### src/rtl/sha256_message_digest_assert.svh
// Assertion macros used by the SHA-256 digest RTL.
`ifndef SHA256_MESSAGE_DIGEST_ASSERT_SVH
`define SHA256_MESSAGE_DIGEST_ASSERT_SVH

// Checks a property on every rising edge of clk, except while rst is high.
`define SHAMD_CHECK(label, prop, msg) \
  label: assert property (@(posedge clk) disable iff (rst) (prop)) else $error(msg);

// Checks a property on every rising edge of clk, reset cycles included.
`define SHAMD_CHECK_ALWAYS(label, prop, msg) \
  label: assert property (@(posedge clk) (prop)) else $error(msg);

`endif

### src/rtl/shamd_pkg.sv
// Package with the types, constants and helper function of the SHA-256 digest block.
`timescale 1ns / 1ps

package shamd_pkg;

  typedef logic [31:0] word_t;
  typedef word_t [7:0] vars_t;

  // One input transfer: a message byte and its marks.
  typedef struct packed {
    logic [7:0] data_byte;
    logic       byte_present;
    logic       is_last;
  } byte_item_t;

  // One output transfer: a digest word and its position.
  typedef struct packed {
    logic [31:0] digest_word;
    logic [2:0]  word_index;
    logic        last_word;
  } digest_item_t;

  // Sequencer states.
  typedef enum logic [2:0] {
    S_IDLE,
    S_PAD_MARK,
    S_PAD_ZERO,
    S_PAD_LEN,
    S_ROUND,
    S_FINAL,
    S_OUT
  } state_t;

  localparam logic [7:0] PAD_MARK_BYTE = 8'h80;
  localparam logic [5:0] LEN_FILL      = 6'd56;
  localparam logic [5:0] LAST_FILL     = 6'd63;
  localparam logic [5:0] LAST_ROUND    = 6'd63;
  localparam logic [2:0] LAST_INDEX    = 3'd7;

  localparam vars_t INIT_HASH = '{
    0: 32'h6a09e667, 1: 32'hbb67ae85, 2: 32'h3c6ef372, 3: 32'ha54ff53a,
    4: 32'h510e527f, 5: 32'h9b05688c, 6: 32'h1f83d9ab, 7: 32'h5be0cd19
  };

  localparam word_t ROUND_K [64] = '{
    32'h428a2f98, 32'h71374491, 32'hb5c0fbcf, 32'he9b5dba5,
    32'h3956c25b, 32'h59f111f1, 32'h923f82a4, 32'hab1c5ed5,
    32'hd807aa98, 32'h12835b01, 32'h243185be, 32'h550c7dc3,
    32'h72be5d74, 32'h80deb1fe, 32'h9bdc06a7, 32'hc19bf174,
    32'he49b69c1, 32'hefbe4786, 32'h0fc19dc6, 32'h240ca1cc,
    32'h2de92c6f, 32'h4a7484aa, 32'h5cb0a9dc, 32'h76f988da,
    32'h983e5152, 32'ha831c66d, 32'hb00327c8, 32'hbf597fc7,
    32'hc6e00bf3, 32'hd5a79147, 32'h06ca6351, 32'h14292967,
    32'h27b70a85, 32'h2e1b2138, 32'h4d2c6dfc, 32'h53380d13,
    32'h650a7354, 32'h766a0abb, 32'h81c2c92e, 32'h92722c85,
    32'ha2bfe8a1, 32'ha81a664b, 32'hc24b8b70, 32'hc76c51a3,
    32'hd192e819, 32'hd6990624, 32'hf40e3585, 32'h106aa070,
    32'h19a4c116, 32'h1e376c08, 32'h2748774c, 32'h34b0bcb5,
    32'h391c0cb3, 32'h4ed8aa4a, 32'h5b9cca4f, 32'h682e6ff3,
    32'h748f82ee, 32'h78a5636f, 32'h84c87814, 32'h8cc70208,
    32'h90befffa, 32'ha4506ceb, 32'hbef9a3f7, 32'hc67178f2
  };

  // Rotates a word right by n bits.
  function automatic word_t rotr(input word_t x, input logic [4:0] n);
    logic [63:0] d;
    d = {x, x} >> n;
    return d[31:0];
  endfunction

endpackage

### src/rtl/shamd_round.sv
// One SHA-256 round and one message schedule expansion step.
`timescale 1ns / 1ps

module shamd_round (
  input  shamd_pkg::vars_t vars,
  input  shamd_pkg::word_t w,
  input  shamd_pkg::word_t k,
  input  shamd_pkg::word_t win1,
  input  shamd_pkg::word_t win9,
  input  shamd_pkg::word_t win14,
  output shamd_pkg::vars_t vars_next,
  output shamd_pkg::word_t w_new
);

  shamd_pkg::word_t s1;
  shamd_pkg::word_t ch;
  shamd_pkg::word_t t1;
  shamd_pkg::word_t s0;
  shamd_pkg::word_t maj;
  shamd_pkg::word_t ls0;
  shamd_pkg::word_t ls1;

  // Compression round on the working variables, a in entry 0.
  always_comb begin
    s1  = shamd_pkg::rotr(vars[4], 5'd6) ^ shamd_pkg::rotr(vars[4], 5'd11)
        ^ shamd_pkg::rotr(vars[4], 5'd25);
    ch  = (vars[4] & vars[5]) ^ (~vars[4] & vars[6]);
    t1  = vars[7] + s1 + ch + k + w;
    s0  = shamd_pkg::rotr(vars[0], 5'd2) ^ shamd_pkg::rotr(vars[0], 5'd13)
        ^ shamd_pkg::rotr(vars[0], 5'd22);
    maj = (vars[0] & vars[1]) ^ (vars[0] & vars[2]) ^ (vars[1] & vars[2]);
    vars_next[7] = vars[6];
    vars_next[6] = vars[5];
    vars_next[5] = vars[4];
    vars_next[4] = vars[3] + t1;
    vars_next[3] = vars[2];
    vars_next[2] = vars[1];
    vars_next[1] = vars[0];
    vars_next[0] = t1 + s0 + maj;
  end

  // Schedule word sixteen places ahead of the one in use this round.
  always_comb begin
    ls0   = shamd_pkg::rotr(win1, 5'd7) ^ shamd_pkg::rotr(win1, 5'd18) ^ (win1 >> 3);
    ls1   = shamd_pkg::rotr(win14, 5'd17) ^ shamd_pkg::rotr(win14, 5'd19) ^ (win14 >> 10);
    w_new = w + ls0 + win9 + ls1;
  end

endmodule

### src/rtl/sha256_message_digest.sv
// Top level of the streaming SHA-256 message digest block.
//
//   channel  dir  handshake                     payload
//   byte     in   byte_valid / byte_stall       byte_item (byte_item_t)
//   digest   out  digest_valid / digest_stall   digest_item (digest_item_t)
//
// A byte that neither completes a block nor ends the message leaves the block idle. The 64th
// byte starts 64 rounds on the single round unit and then adds the result into the hash,
// with byte_stall high throughout, so no new byte is taken meanwhile.
// A last item pads one byte per cycle up to byte 56 (with an extra compression when more
// than 55 bytes were pending), shifts in the 8 length bytes, compresses, then offers the
// eight digest words. Reset loads the initial vector; byte_stall is high unless idle.
`timescale 1ns / 1ps
`include "sha256_message_digest_assert.svh"

module sha256_message_digest (
  input  logic                      clk,
  input  logic                      rst,
  input  logic                      byte_valid,
  output logic                      byte_stall,
  input  shamd_pkg::byte_item_t     byte_item,
  output logic                      digest_valid,
  input  logic                      digest_stall,
  output shamd_pkg::digest_item_t   digest_item
);

  shamd_pkg::state_t state;
  shamd_pkg::state_t state_next;
  shamd_pkg::state_t ret_state;
  shamd_pkg::state_t ret_state_next;

  logic [5:0]   fill;
  logic [5:0]   rnd;
  logic [60:0]  byte_count;
  logic [2:0]   len_idx;
  logic [2:0]   out_idx;
  logic [511:0] blk;
  shamd_pkg::vars_t hash;
  shamd_pkg::vars_t vars;
  shamd_pkg::vars_t vars_round;
  shamd_pkg::word_t w_new;

  logic        byte_xfer;
  logic        digest_xfer;
  logic        shift_en;
  logic [7:0]  shift_byte;
  logic        start_comp;
  logic [63:0] len_bits;
  logic [63:0] len_sh;

  assign byte_stall  = (state != shamd_pkg::S_IDLE);
  assign byte_xfer   = byte_valid && !byte_stall;
  assign digest_valid = (state == shamd_pkg::S_OUT);
  assign digest_xfer = digest_valid && !digest_stall;

  assign digest_item.digest_word = hash[out_idx];
  assign digest_item.word_index  = out_idx;
  assign digest_item.last_word   = (out_idx == shamd_pkg::LAST_INDEX);

  // Big-endian bit length, taken out one byte at a time, high byte first.
  assign len_bits = {byte_count, 3'b000};
  assign len_sh   = len_bits >> {(shamd_pkg::LAST_INDEX - len_idx), 3'b000};

  // Round unit, fed from the head of the block shift register.
  shamd_round u_round (
    .vars      (vars),
    .w         (blk[511:480]),
    .k         (shamd_pkg::ROUND_K[rnd]),
    .win1      (blk[479:448]),
    .win9      (blk[223:192]),
    .win14     (blk[63:32]),
    .vars_next (vars_round),
    .w_new     (w_new)
  );

  // State register.
  always_ff @(posedge clk) begin
    if (rst) begin
      state     <= shamd_pkg::S_IDLE;
      ret_state <= shamd_pkg::S_IDLE;
    end else begin
      state     <= state_next;
      ret_state <= ret_state_next;
    end
  end

  // Next state, byte shifting and compression start.
  always_comb begin
    state_next     = state;
    ret_state_next = ret_state;
    shift_en       = 1'b0;
    shift_byte     = '0;
    start_comp     = 1'b0;
    unique case (state)
      shamd_pkg::S_IDLE: begin
        if (byte_xfer) begin
          if (byte_item.byte_present) begin
            shift_en   = 1'b1;
            shift_byte = byte_item.data_byte;
            if (fill == shamd_pkg::LAST_FILL) begin
              start_comp     = 1'b1;
              state_next     = shamd_pkg::S_ROUND;
              ret_state_next = byte_item.is_last ? shamd_pkg::S_PAD_MARK
                                                 : shamd_pkg::S_IDLE;
            end else if (byte_item.is_last) begin
              state_next = shamd_pkg::S_PAD_MARK;
            end
          end else if (byte_item.is_last) begin
            state_next = shamd_pkg::S_PAD_MARK;
          end
        end
      end
      shamd_pkg::S_PAD_MARK: begin
        shift_en   = 1'b1;
        shift_byte = shamd_pkg::PAD_MARK_BYTE;
        if (fill == shamd_pkg::LAST_FILL) begin
          start_comp     = 1'b1;
          state_next     = shamd_pkg::S_ROUND;
          ret_state_next = shamd_pkg::S_PAD_ZERO;
        end else begin
          state_next = shamd_pkg::S_PAD_ZERO;
        end
      end
      shamd_pkg::S_PAD_ZERO: begin
        if (fill == shamd_pkg::LEN_FILL) begin
          state_next = shamd_pkg::S_PAD_LEN;
        end else begin
          shift_en = 1'b1;
          if (fill == shamd_pkg::LAST_FILL) begin
            start_comp     = 1'b1;
            state_next     = shamd_pkg::S_ROUND;
            ret_state_next = shamd_pkg::S_PAD_ZERO;
          end
        end
      end
      shamd_pkg::S_PAD_LEN: begin
        shift_en   = 1'b1;
        shift_byte = len_sh[7:0];
        if (len_idx == shamd_pkg::LAST_INDEX) begin
          start_comp     = 1'b1;
          state_next     = shamd_pkg::S_ROUND;
          ret_state_next = shamd_pkg::S_OUT;
        end
      end
      shamd_pkg::S_ROUND: begin
        if (rnd == shamd_pkg::LAST_ROUND) begin
          state_next = shamd_pkg::S_FINAL;
        end
      end
      shamd_pkg::S_FINAL: begin
        state_next = ret_state;
      end
      shamd_pkg::S_OUT: begin
        if (digest_xfer && (out_idx == shamd_pkg::LAST_INDEX)) begin
          state_next = shamd_pkg::S_IDLE;
        end
      end
      default: begin
        state_next = shamd_pkg::S_IDLE;
      end
    endcase
  end

  // Counters and hash state.
  always_ff @(posedge clk) begin
    if (rst) begin
      fill       <= '0;
      rnd        <= '0;
      byte_count <= '0;
      len_idx    <= '0;
      out_idx    <= '0;
      hash       <= shamd_pkg::INIT_HASH;
    end else begin
      if (shift_en) begin
        fill <= fill + 6'd1;
      end
      if (byte_xfer && byte_item.byte_present) begin
        byte_count <= byte_count + 61'd1;
      end
      if (state == shamd_pkg::S_PAD_LEN) begin
        len_idx <= len_idx + 3'd1;
      end
      if (start_comp) begin
        rnd <= '0;
      end else if (state == shamd_pkg::S_ROUND) begin
        rnd <= rnd + 6'd1;
      end
      if (state == shamd_pkg::S_FINAL) begin
        for (int j = 0; j < 8; j++) begin
          hash[j] <= hash[j] + vars[j];
        end
      end
      if (digest_xfer) begin
        out_idx <= out_idx + 3'd1;
        if (out_idx == shamd_pkg::LAST_INDEX) begin
          hash       <= shamd_pkg::INIT_HASH;
          byte_count <= '0;
        end
      end
    end
  end

  // Block shift register, reused as the schedule window, and the working variables.
  always_ff @(posedge clk) begin
    if (shift_en) begin
      blk <= {blk[503:0], shift_byte};
    end else if (state == shamd_pkg::S_ROUND) begin
      blk <= {blk[479:0], w_new};
    end
    if (start_comp) begin
      vars <= hash;
    end else if (state == shamd_pkg::S_ROUND) begin
      vars <= vars_round;
    end
  end

  // Consistency checks on the sequencer.
  `SHAMD_CHECK(a_round_starts_at_zero, (state == shamd_pkg::S_ROUND && $past(state) != shamd_pkg::S_ROUND) |-> (rnd == '0), "compression did not start at round zero")
  `SHAMD_CHECK(a_len_after_zero_fill, (state == shamd_pkg::S_PAD_LEN) |-> (fill >= shamd_pkg::LEN_FILL), "length bytes entered before byte 56")
  `SHAMD_CHECK(a_hash_reinit, (digest_xfer && out_idx == shamd_pkg::LAST_INDEX) |=> (hash[0] == shamd_pkg::INIT_HASH[0] && byte_count == '0 && fill == '0), "state not cleared after digest")
  `SHAMD_CHECK_ALWAYS(a_no_shift_in_round, !(shift_en && state == shamd_pkg::S_ROUND), "byte shifted during a round")

endmodule

### config.mk
export PLATFORM = sky130hd
export DESIGN_NAME = sha256_message_digest
export DESIGN_NICKNAME = d
export VERILOG_FILES = /design/src/rtl/shamd_pkg.sv /design/src/rtl/shamd_round.sv /design/src/rtl/sha256_message_digest.sv
export VERILOG_INCLUDE_DIRS = /design/src /design/src/rtl
export SDC_FILE = /design/constraint.sdc
export NUM_CORES = 2
export LEC_CHECK = 0
export BUFFER_PORTS_ARGS = -buffer_cell sky130_fd_sc_hd__buf_2
export CELL_PAD_IN_SITES_DETAIL_PLACEMENT = 1
export CELL_PAD_IN_SITES_GLOBAL_PLACEMENT = 1
export CORE_MARGIN = 1.5
export CORE_UTILIZATION = 51
export CTS_BUF_LIST = sky130_fd_sc_hd__clkbuf_16
export DETAILED_ROUTE_END_ITERATION = 10
export GPL_TIMING_DRIVEN = 0
export PLACE_DENSITY = 0.83
export SKIP_LAST_GASP = 1
export SYNTH_ARGS = -nofsm -noshare
export SYNTH_HDL_FRONTEND = slang
export SYNTH_SLANG_ARGS = --single-unit
### constraint.sdc
create_clock -name clk -period 19.5 [get_ports clk]
set_clock_uncertainty 0.2 [all_clocks]
set_input_delay 1.95 -clock clk [delete_from_list [all_inputs] [get_ports clk]]
set_output_delay 1.95 -clock clk [all_outputs]
set_load 0.05 [all_outputs]
==> results by group <==
Status
  – Status: complete, but fails checks
  – Failing checks: max-capacitance violations, max-slew violations

Yosys
  – Syn_area_per_cell: approximately 8.9 um2
  – EDFF count, synth: 768
  – Post-synthesis sequential area ratio: 0.397
  – Synth Instances: between 8,000 and 9,000
  – Yosys reg bits: 1,109
  – Dominant cell type by area after synthesis: edfxtp_1
  – Syn. warnings: 0
  – Mapped Nets: ~9,000
  – Top cell type's share of synthesized area: 0.306
  – Ys async rst share: 0
  – Largest cells by area after synthesis: edfxtp_1, nand2_1, dfxtp_1
  – Mapped Area: 0.0753 mm2
  – Dominant register cell in the synthesized netlist: edfxtp_1
  – Synth cell types: between 90 and 100

Timing
  – Setup ws final: 7.49 ns
  – Slew @ Worst Pin: 1.72 ns
  – Fin crit period: ~12 ns
  – Hold slack: 0.282 ns
  – Final hold viol count: 0
  – Relative slew margins: -0.148
  – Setup TNS: 0 ns
  – Fin crit share: 0.616
  – Final slew viol count: 99
  – Fmax: between 80 and 90 MHz
  – Endpoints failing setup: 0
  – Unrepaired setup endpoints after global routing: no

Finish
  – Commonest non-fill, non-tap cells in the layout: nand2_1, edfxtp_1, a21oi_1
  – Cell area after layout: around 0.083 mm2
  – Commonest non-fill, non-tap cell in the layout: nand2_1
  – Area growth syn-to-layout: 10.1%
  – Fraction of layout cells with a size suffix above 1: 0.0519
  – Nets@finish: 9,305

Floorplanning
  – DIE HEIGHT: around 390 um
  – Die Wd: 387 um
  – DIE AREA: 0.150 mm2
  – Core area: 0.146 mm2
  – I/O pin total: 52
  – Starting Density: 0.516
  – Core Rows: 140

Drt
  – DRC: 0
  – Avg Vias per Cell: 6.54
  – Post-route antenna net violation count: 0
  – First-pass DRT Iterations: 6
  – DRT Wirelength: 350,000 um
  – DRC marker count from the first detailed-route iteration: 9,033
  – Avg WL per Cell: around 33 um
  – Vias: roughly 70,000

Place
  – Post-detail-place hpwl: 269,000 um
  – IO buf count: 50
  – GPL Wtd Cong: 1.04
  – DP Worst Slack: between 8 and 9 ns
  – Placed Area: 0.0784 mm2

Setup path
  – Crit path max-delay family: compound AO/OA/AOI/OAI gates
  – Worst path max stage delay: 1.12 ns
  – Critical path buffers and inverters: 5
  – Worst Setup Start Kind: register
  – FF-to-FF setup slack: around 7.5 ns
  – Crit Path Class: register to register
  – Crit-path slowest cell: buf_1
  – Worst path arrival time: 12.29 ns
  – WP data required: 19.78 ns
  – Crit path max fanout: 19
  – Worst setup EP type: register

Global route
  – Largest net degree at the start of global routing: 72
  – Tot GR Track Use: 0.458
  – Total global routing overflow: 0
  – First-pass GRT wire length: 498,000 um
  – Initial antenna violation count: 19
  – Vias in the first global route: between 70,000 and 80,000

CTS
  – # clock sinks: 1,109
  – H-Tree Depth: 4
  – CTS max path bufs: 3
  – Hold buffers post-CTS: 0
  – Skew-Pair Late Insertion Delay: 0.84 ns
  – Post-CTS sizing: 0
  – Root buffer cell: clkbuf_16
  – Postcts setup bufs: 0
  – CTS tree: yes
  – Num CTS Buffers: 135
  – Reg clk slew, reported paths: 0.07 ns

Worst hold path
  – Type of the tightest min-delay check: register to register

Flow run
  – Max Cap Viol: 11
routing by layer:
| metal | track usage | part of all wire | up-vias |
|---|---|---|---|
| li1 | - | - | 29700 |
| met1 | 0.565 | 0.37 | 35000 |
| met2 | 0.684 | 0.43 | 4310 |
| met3 | 0.141 | 0.12 | 1174 |
| met4 | 0.319 | 0.085 | 16 |
| met5 | 0 | 0.00028 | - |
layout make-up:
cell class / instances / area [um2]
Fill cell: 16900 / 63200
Multi-Input combinational cell: 6454 / 42000
Sequential cell: 1109 / 29900
Clock buffer: 136 / 3400
Tap cell: 1917 / 2400
Buffer: 481 / 1830
Inverter: 445 / 1670
Clock inverter: 113 / 1050
Timing Repair Buffer: 66 / 666
Antenna cell: 12 / 30.0
final timing paths:
check / depth (start not counted) / end / from
setup reg to reg: 29 / vars[145] / rnd[2]
hold reg to reg: 2 / ret_state[2] / ret_state[2]
hold / removal: 2 / ret_state[2] / ret_state[2]
setup / recovery: 29 / vars[145] / rnd[2]
Yosys cell counts (all sizes together), types with 102 or more instances:
library cell,count
clkbuf,425
nor2,360
ha,404
nor3,102
edfxtp,768
xor2,228
nand2,2430
dfxtp,341
fa,195
a21o,190
nand3,109
a21oi,486
inv,443
xnor2,371
o21ai,473
sequential cells by signal, summed over array words and instances (netlist names), 6 cells and up:
register,cells
fill,6
hash,256
vars,256
rnd,6
blk,512
byte_count,61
kinds of logic after synthesis:
family	count (synthesis)	synth area share
buffers and inverters	926	0.0463
AO/OA/AOI/OAI	1717	0.144
adder cells (fa/ha/maj)	620	0.122
multiplexers	179	0.0388
XOR/XNOR	601	0.0703
AND/OR/NAND/NOR	3337	0.182
flip-flops	1109	0.397
worst reg2reg max path: cells and delay by family, from the launching register on:
kind	cells	cell delay, ns
XOR/XNOR	1	0.74
buffers and inverters	5	2.27
flip-flops	1	0.52
AND/OR/NAND/NOR	5	1.35
adder cells (fa/ha/maj)	5	2.24
AO/OA/AOI/OAI	13	4.35
through the flow:
stage          utilization  std cells
2_1_floorplan            -       8489
3_3_place_gp         0.534      10500
3_5_place_dp         0.537      10500
4_1_cts              0.567      10700
5_1_grt              0.567      10700
6_report             0.567      10700
Power is not shown: default switching activity piles up to over one toggle a cycle in this logic, so the estimate is an artifact.
